==> src/rtl/gnf_pkg.sv <==
// ----------------------------------------------------------------------------
// gnf_pkg: shared types and constants for the grid nearest fill block
// Grid geometry, field widths, opcodes, result kinds, register indexes and the
// control structs that pass between the sequencer and the neighbor walker.
// ----------------------------------------------------------------------------
package gnf_pkg;

   localparam int ROW_BITS   = 6;
   localparam int COL_BITS   = 6;
   localparam int ADDR_BITS  = ROW_BITS + COL_BITS;
   localparam int CELL_COUNT = 1 << ADDR_BITS;
   localparam int DIM_BITS   = ROW_BITS + 1;
   localparam int COUNT_BITS = ADDR_BITS + 1;
   localparam int VALUE_BITS = 32;
   localparam int CSR_BITS   = 2;
   localparam int MAX_ROWS   = 1 << ROW_BITS;
   localparam int MAX_COLS   = 1 << COL_BITS;

   typedef logic [ROW_BITS-1:0]   row_type;
   typedef logic [COL_BITS-1:0]   col_type;
   typedef logic [ADDR_BITS-1:0]  addr_type;
   typedef logic [DIM_BITS-1:0]   dim_type;
   typedef logic [COUNT_BITS-1:0] count_type;
   typedef logic [VALUE_BITS-1:0] value_type;
   typedef logic [1:0]            offset_type;

   // Request opcodes.
   localparam logic [1:0] OP_WRITE = 2'd0;
   localparam logic [1:0] OP_RUN   = 2'd1;
   localparam logic [1:0] OP_READ  = 2'd2;

   // Result kinds.
   localparam logic KIND_READ = 1'b0;
   localparam logic KIND_FILL = 1'b1;

   // Configuration register indexes.
   localparam logic [CSR_BITS-1:0] CSR_NODATA = 2'd0;
   localparam logic [CSR_BITS-1:0] CSR_ROWS   = 2'd1;
   localparam logic [CSR_BITS-1:0] CSR_COLS   = 2'd2;

   // Reset values of the configuration registers.
   localparam value_type NODATA_RESET = value_type'(-9999);
   localparam dim_type   ROWS_RESET   = dim_type'(MAX_ROWS);
   localparam dim_type   COLS_RESET   = dim_type'(MAX_COLS);

   // Neighbor offsets are coded 0..2 for -1..+1.
   localparam offset_type OFS_MID  = 2'd1;
   localparam offset_type OFS_LAST = 2'd2;

   typedef struct packed {
      logic clear;
      logic step;
   } nbr_ctl_type;

   typedef struct packed {
      addr_type addr;
      logic     inb;
      logic     last;
   } nbr_type;

endpackage

==> src/rtl/gnf_nbr.sv <==
// ----------------------------------------------------------------------------
// gnf_nbr: 8-connected neighbor walker
// Steps through the 3x3 window around a center cell in row-then-column order
// and gives each neighbor's address and whether it lies inside the grid.
// ----------------------------------------------------------------------------
module gnf_nbr (
   input  logic                 clock,
   input  logic                 reset,
   input  gnf_pkg::nbr_ctl_type ctl,
   input  gnf_pkg::row_type     cur_row,
   input  gnf_pkg::col_type     cur_col,
   input  gnf_pkg::dim_type     n_rows,
   input  gnf_pkg::dim_type     n_cols,
   output gnf_pkg::nbr_type     nbr
);

   gnf_pkg::offset_type dr_ff, dr_in;
   gnf_pkg::offset_type dc_ff, dc_in;
   gnf_pkg::dim_type    r_p1, c_p1, r_idx, c_idx;

   always_comb begin
      dr_in = dr_ff;
      dc_in = dc_ff;
      if (ctl.clear) begin
         dr_in = '0;
         dc_in = '0;
      end else if (ctl.step) begin
         if (dc_ff == gnf_pkg::OFS_LAST) begin
            dc_in = '0;
            dr_in = dr_ff + 2'd1;
         end else begin
            dc_in = dc_ff + 2'd1;
         end
      end
   end

   always_ff @(posedge clock) begin
      if (reset) begin
         dr_ff <= '0;
         dc_ff <= '0;
      end else begin
         dr_ff <= dr_in;
         dc_ff <= dc_in;
      end
   end

   // Positions are carried plus one so that the row above row zero is zero.
   assign r_p1  = {1'b0, cur_row} + gnf_pkg::dim_type'(dr_ff);
   assign c_p1  = {1'b0, cur_col} + gnf_pkg::dim_type'(dc_ff);
   assign r_idx = r_p1 - gnf_pkg::dim_type'(1);
   assign c_idx = c_p1 - gnf_pkg::dim_type'(1);

   assign nbr.addr = {r_idx[gnf_pkg::ROW_BITS-1:0], c_idx[gnf_pkg::COL_BITS-1:0]};
   assign nbr.inb  = (r_p1 != '0) && (r_p1 <= n_rows) && (c_p1 != '0) && (c_p1 <= n_cols)
                     && !(dr_ff == gnf_pkg::OFS_MID && dc_ff == gnf_pkg::OFS_MID);
   assign nbr.last = (dr_ff == gnf_pkg::OFS_LAST) && (dc_ff == gnf_pkg::OFS_LAST);

endmodule

==> config.mk <==
export PLATFORM = sky130hd
export DESIGN_NAME = gnf_nbr
export DESIGN_NICKNAME = d
export VERILOG_FILES = /design/src/rtl/gnf_pkg.sv /design/src/rtl/gnf_nbr.sv
export SDC_FILE = /design/constraint.sdc
export NUM_CORES = 1
export LEC_CHECK = 0
export BUFFER_PORTS_ARGS = -buffer_cell sky130_fd_sc_hd__buf_2
export CAP_MARGIN = 0
export CORE_MARGIN = 4
export CORE_UTILIZATION = 45
export DETAILED_ROUTE_END_ITERATION = 12
export HOLD_SLACK_MARGIN = 0.03
export PLACE_DENSITY = 0.85
export SYNTH_ARGS = -nofsm -noshare
export SYNTH_HDL_FRONTEND = slang
export SYNTH_SLANG_ARGS = --single-unit
==> constraint.sdc <==
create_clock -name clock -period 6.4 [get_ports clock]
set_clock_uncertainty 0.05 [all_clocks]
set_input_delay 0.96 -clock clock [delete_from_list [all_inputs] [get_ports clock]]
set_output_delay 0.96 -clock clock [all_outputs]
set_load 0.1 [all_outputs]
==> reports/results.ini, run 1 <==
[timing]
fin_crit_sh_pct = 74.7
timing.fmax_ghz = 0.209
fin_crit_ns = 4.78
hold_viol_final = 0
final.setup.tns_ns = 0
finalSetupViolations = 0
hold_slack_ns = 0.517
relSlewSlack_pct = 68.1
worst_pin_slew_ns = 0.475
slew_violations = 0
grt_setup_unrepaired = false

[power_and_ir_drop]
leakagePower_nw = 0.715
peakVddDrop_mv = 0.122
powerDensity_mw_per_mm2 = 147

[synth]
synthSimpleGateAreaFrac_pct = 24.2
yosysUniqueCellTypes = 33
synth_edf_count = 0
yosys.area.top_type_share_pct = 26.3
yosysWarnings = 0
async_flop_share_pct = 0
synthXorXnorAreaFrac_pct = 14.1
synth_fa_ha_area_share_pct = 30.1
syn_area_mm2 = 0.00105
synth_top_family_by_area = adder cells
netlist_instances = 135
synth_nets = 189
syn_avg_cell_area_um2 = 7.75
yosysTopAreaCell = ha_1
synthMuxAreaShare_pct = 0
ys_ff_latch = 4
synth-compound-area-share_pct = 14.2
synthTopCellsByArea = ha_1, inv_1, xor2_1, dfxtp_1, a21oi_1
synthFlopType = dfxtp_1
seq_area_frac_synth_pct = 7.66

[critical_path]
startpoint_type = input port
worstPathArrival_ns = 3.77
cp_slowest_cell = buf_2
cp-end-kind = output pin
path_cells = buf_2 > ha_1 > inv_1 > fa_1 > nor2_1 > xor2_1 > ha_1 > a211oi_1 > nor2_1 > nor3_1 > o22ai_1 > nor4_2 > buf_2
crit_required_ns = 5.39
crit_fanout = 4
crit_family = adder cells
crit_buf_inv = 3
crit_path_max_incr_delay_ns = 0.46
crit_type = input port to output pin

[finish]
nNetsFinal = 236
n_antenna_cell = 0
drive_above_1_share_pct = 29.4
synthToLayoutAreaGrowth_pct = 25.4

[grt]
grt_antenna_before_repair = 0
track_usage_pct = 15.2
grt_max_degree = 9
grt_pass1_vias = 1038
grt_pass1_wl_um = 4060
grt.overflow.total = 0

[route]
drcViolationCount = 0
drt_iter0_drc = 7
viasPerCell = 5.01
vias = 1043
drtAntennaViolNets = 0
wire_per_inst_um = 11.3
routed_wl_um = 2360
first_pass_iters = 4

[cts]
path_clk_slew_ns = 0.04
htree_num_levels = 1
root_buffer = clkbuf_4
cts_tree = yes
insertion_delay_ns = 0.23
hold_buffers = 0
cts_setup_buffers = 0
cts_buffers = 3
clock_sinks = 4
clockBufferDepth = 2
cts_resized = 0

[place]
port-buffer-count = 43
gp_congestion = 0.796
hpwl_um = 2150

[die]
dieArea_mm2 = 0.00316
core_mm2 = 0.00221
die_w_um = 56.2
fp-row-count = 17
io_pins = 44
die_height_um = 56.2
initial_utilization_pct = 47.3

[run]
cap_violations = 0

[worst_hold_path]
min-delay-path-class = flop to flop

[run_status]
status = completed

[logic make-up (layout without fill, tap and decap cells)]
kind of cell / Yosys count / count (layout)
compound gates: 21 / 21
xor+xnor: 16 / 16
fa+ha+maj: 24 / 24
buf+inv: 26 / 71
flops: 4 / 4
simple gates: 44 / 44
[cells in the final DEF (no fill, tap or decap), drive strengths merged, types with 2 or more instances in the layout]
master  count
clkbuf      3
buf        43
a21o        2
xnor2       6
o21ai       2
nor3b       4
a21oi       9
fa          2
nor2        8
dfxtp       4
xor2       10
nand2       5
nand4       3
ha         22
nand3b      2
inv        25
nor3        9
nand3       6
and3        3
[state kept, by name, summed over array words and instances, names as in the netlist]
name   count
dr_ff      2
dc_ff      2
[path summary, 6_finish.rpt]
kind	start	to	slack, ns	depth (start not counted)
worst max-delay path	cur_col[0]	nbr[1]	1.62	13
worst min-delay path	dr_ff[1]	dr_ff[1]	0.52	2
worst max register to register	dc_ff[1]	dr_ff[1]	5.14	4
worst min register to register	dr_ff[1]	dr_ff[1]	0.52	2
[cell usage after synthesis, types with 2 or more instances]
| cell | number |
|---|---|
| dfxtp_1 | 4 |
| xnor2_1 | 5 |
| fa_1 | 2 |
| nor2_1 | 7 |
| nor3_1 | 7 |
| inv_1 | 25 |
| a21oi_1 | 9 |
| nor3b_1 | 4 |
| a21o_1 | 2 |
| nand3_1 | 6 |
| o21ai_0 | 2 |
| nand4_1 | 3 |
| nand3b_1 | 2 |
| and3_1 | 3 |
| nor3_2 | 2 |
| xor2_1 | 10 |
| nand2_1 | 5 |
| ha_1 | 22 |
[power breakdown]
| group | leakage, nW | internal, mW | switching [mW] |
|---|---|---|---|
| Clock | 0.0138 | 0.0210 | 0.00993 |
| Combinational | 0.668 | 0.0328 | 0.103 |
| Sequential | 0.0324 | 0.0255 | 0.000700 |
[worst reg2reg max path: cells and delay by family, from the launching register on]
| kind | cells | cell delay (ns) |
|---|---|---|
| DFF | 1 | 0.36 |
| AOI/OAI and AO/OA | 1 | 0.34 |
| buffers and inverters | 1 | 0.13 |
| and+or+nand+nor | 2 | 0.26 |
[layer usage]
metal | GRT usage, % | routed length (µm) | up-vias
met1 | 18.5 | 1050 | 462
met3 | 2.55 | 119 | 0
met2 | 27.2 | 1190 | 22
met4 | 3.73 | 0 | 0
met5 | 0 | 0 | -
li1 | - | - | 559
[metrics by stage]
stage | utilization [%] | area [µm²] | power, mW | setup slack [ns] | instances
finish | 59.3 | 1310 | 0.193 | 1.62 | 208
global route | 59.3 | 1310 | 0.207 | 1.34 | 208
CTS | 59.3 | 1310 | 0.195 | 1.60 | 208
detailed placement | 58.3 | 1290 | 0.162 | 1.60 | 205
global placement | 58.3 | 1290 | 0.160 | 1.66 | 205
floorplan | - | 1050 | 0.134 | 0.815 | 135
[area by class of cell]
cell class,count,area (µm²)
fill,211,901
multi-input combinational,105,865
timing repair buffer,43,215
inverter,25,93.8
sequential,4,80.1
tap,28,35.0
clock buffer,3,22.5
No activity file was read; power rests on OpenSTA's default activity.
==> run 2: changes to the inputs <==
--- a/config.mk
+++ b/config.mk
@@ -8,7 +8,7 @@
 export BUFFER_PORTS_ARGS = -buffer_cell sky130_fd_sc_hd__buf_2
 export CAP_MARGIN = 0
 export CORE_MARGIN = 4
-export CORE_UTILIZATION = 45
+export CORE_UTILIZATION = 43
 export DETAILED_ROUTE_END_ITERATION = 12
 export HOLD_SLACK_MARGIN = 0.03
 export PLACE_DENSITY = 0.85
==> constraint.sdc (replaced) <==
create_clock -name clock -period 4.3 [get_ports clock]
set_clock_uncertainty 0.05 [all_clocks]
set_input_delay 0.645 -clock clock [delete_from_list [all_inputs] [get_ports clock]]
set_output_delay 0.645 -clock clock [all_outputs]
set_load 0.1 [all_outputs]
==> run 2 against run 1 <==
Net effect:
- register-to-register slack lost 2.1 ns
- routed wire length grew 2.9%
- critical path type is now flop to output pin
- critical endpoint unchanged
- via count down 0.48%
- design area is 1.8% higher
- combinational power grew 54%
- die area rose by 4.0%
==> reports/results.ini, run 2 (synthesized netlist as in run 1, its figures left out) <==
[grt]
grt_pass1_vias = 1002
grt_max_degree = 9
grt_antenna_before_repair = 0
grt_pass1_wl_um = 4140
track_usage_pct = 15.3
grt.overflow.total = 0

[die]
die_height_um = 57.3
dieArea_mm2 = 0.00329
initial_utilization_pct = 46.4
die_w_um = 57.3
io_pins = 44
core_mm2 = 0.00225
fp-row-count = 17

[finish]
design_area_mm2 = 0.00134
multi_input_area_um2 = 873
fillers = 232
final_cell_mix = buf_2, inv_1, ha_1
synthToLayoutAreaGrowth_pct = 27.6
drive_above_1_share_pct = 29.4
finalNonFillerCells = 208
layout.area.seq_um2 = 80.1
largestRegisters = dc_ff x2, dr_ff x2
nNetsFinal = 236
layout_commonest_cell = buf_2
n_antenna_cell = 0

[timing]
final.setup.tns_ns = 0
hold_slack_ns = 0.527
timing.fmax_ghz = 0.256
grt_setup_unrepaired = false
relSlewSlack_pct = 66.7
fin_crit_ns = 3.90
slew_violations = 0
hold_viol_final = 0
worst_pin_slew_ns = 0.497
fin_crit_sh_pct = 90.7
finalSetupViolations = 0

[place]
gp_congestion = 0.773
place_inst = 205
placed_area_mm2 = 0.00131
hpwl_um = 2180
port-buffer-count = 43

[critical_path]
crit_fanout = 7
cp_slowest_cell = dfxtp_1
crit_buf_inv = 2
crit_path_max_incr_delay_ns = 0.44
cp-end-kind = output pin
r2r_cells = 4
r2r-end = dr_ff[1]
worstPathArrival_ns = 3.20
path_cells = ha_1 > inv_1 > fa_1 > nor2_1 > xor2_1 > ha_1 > a211oi_1 > nor2_1 > nor3_1 > o22ai_1 > nor4_4 > buf_12
crit_type = flop to output pin
r2r_slack_ns = 3.02
startpoint_type = flop
reg2reg_from = dc_ff[1]
crit_required_ns = 3.61
crit_family = adder cells

[route]
first_pass_iters = 4
drt_iter0_drc = 21
drcViolationCount = 0
vias = 1038
wire_per_inst_um = 11.7
drtAntennaViolNets = 0
viasPerCell = 4.99
routed_wl_um = 2430

[worst_hold_path]
min-delay-path-class = flop to flop
hold_end = dr_ff[1]
holdPathStages = 2
hold_path_startpoint = dr_ff[1]

[cts]
path_clk_slew_ns = 0.04
htree_num_levels = 1
cts_buffers = 3
cts_tree = yes
cts_setup_buffers = 0
clock_sinks = 4
insertion_delay_ns = 0.23
cts_resized = 0
hold_buffers = 0
clockBufferDepth = 2
root_buffer = clkbuf_4

[power_and_ir_drop]
power_mw = 0.294
peakVddDrop_mv = 0.204
powerDensity_mw_per_mm2 = 220
leakagePower_nw = 0.725

[run]
cap_violations = 0

[run_status]
status = completed

## run 2: cell counts in the layout (fill, tap and decap cells not counted)
Identical to the previous run, type by type.
## run 2: stage by stage
step                util (%)  setup slack [ns]
floorplan                  -            0.0383
global placement        58.2             0.426
detailed placement      58.2             0.417
CTS                     59.2             0.386
global route            59.2             0.116
finish                  59.2             0.401
## run 2: worst max path at each step
stage	start	to	slack (ns)	cells after the start
5_1_grt	dc_ff[0]	nbr[1]	0.12	12
2_1_floorplan	cur_col[0]	nbr[6]	0.04	5
3_5_place_dp	cur_col[0]	nbr[1]	0.42	13
6_report	dc_ff[0]	nbr[1]	0.40	12
4_1_cts	dc_ff[0]	nbr[1]	0.39	12
3_3_place_gp	cur_col[0]	nbr[1]	0.43	13
## run 2: worst register-to-register path, delay by kind of cell (launching register included)
| family | cells | cell delay [ns] |
|---|---|---|
| DFF | 1 | 0.35 |
| and+or+nand+nor | 2 | 0.28 |
| buffers and inverters | 1 | 0.13 |
| AOI/OAI and AO/OA | 1 | 0.35 |
## run 2: per-layer routing
layer	part of all wire [%]	GRT usage, %	wire [µm]
met1	45	19.4	1100
met2	46	26.9	1130
met3	8.2	2.94	200
met4	0	2.98	0
met5	0	0	0
## run 2: area by class of cell
type / instances / share of cell area (%)
clock buffer: 3 / 1.69
inverter: 25 / 7.03
timing repair buffer: 43 / 17.2
sequential: 4 / 6.00
tap: 28 / 2.62
multi-input combinational: 105 / 65.4
## run 2: where the power goes
| group | internal (mW) | total, mW | switching [mW] |
|---|---|---|---|
| logic | 0.0541 | 0.209 | 0.155 |
| registers | 0.0379 | 0.0389 | 0.00100 |
| clock network | 0.0312 | 0.0463 | 0.0151 |
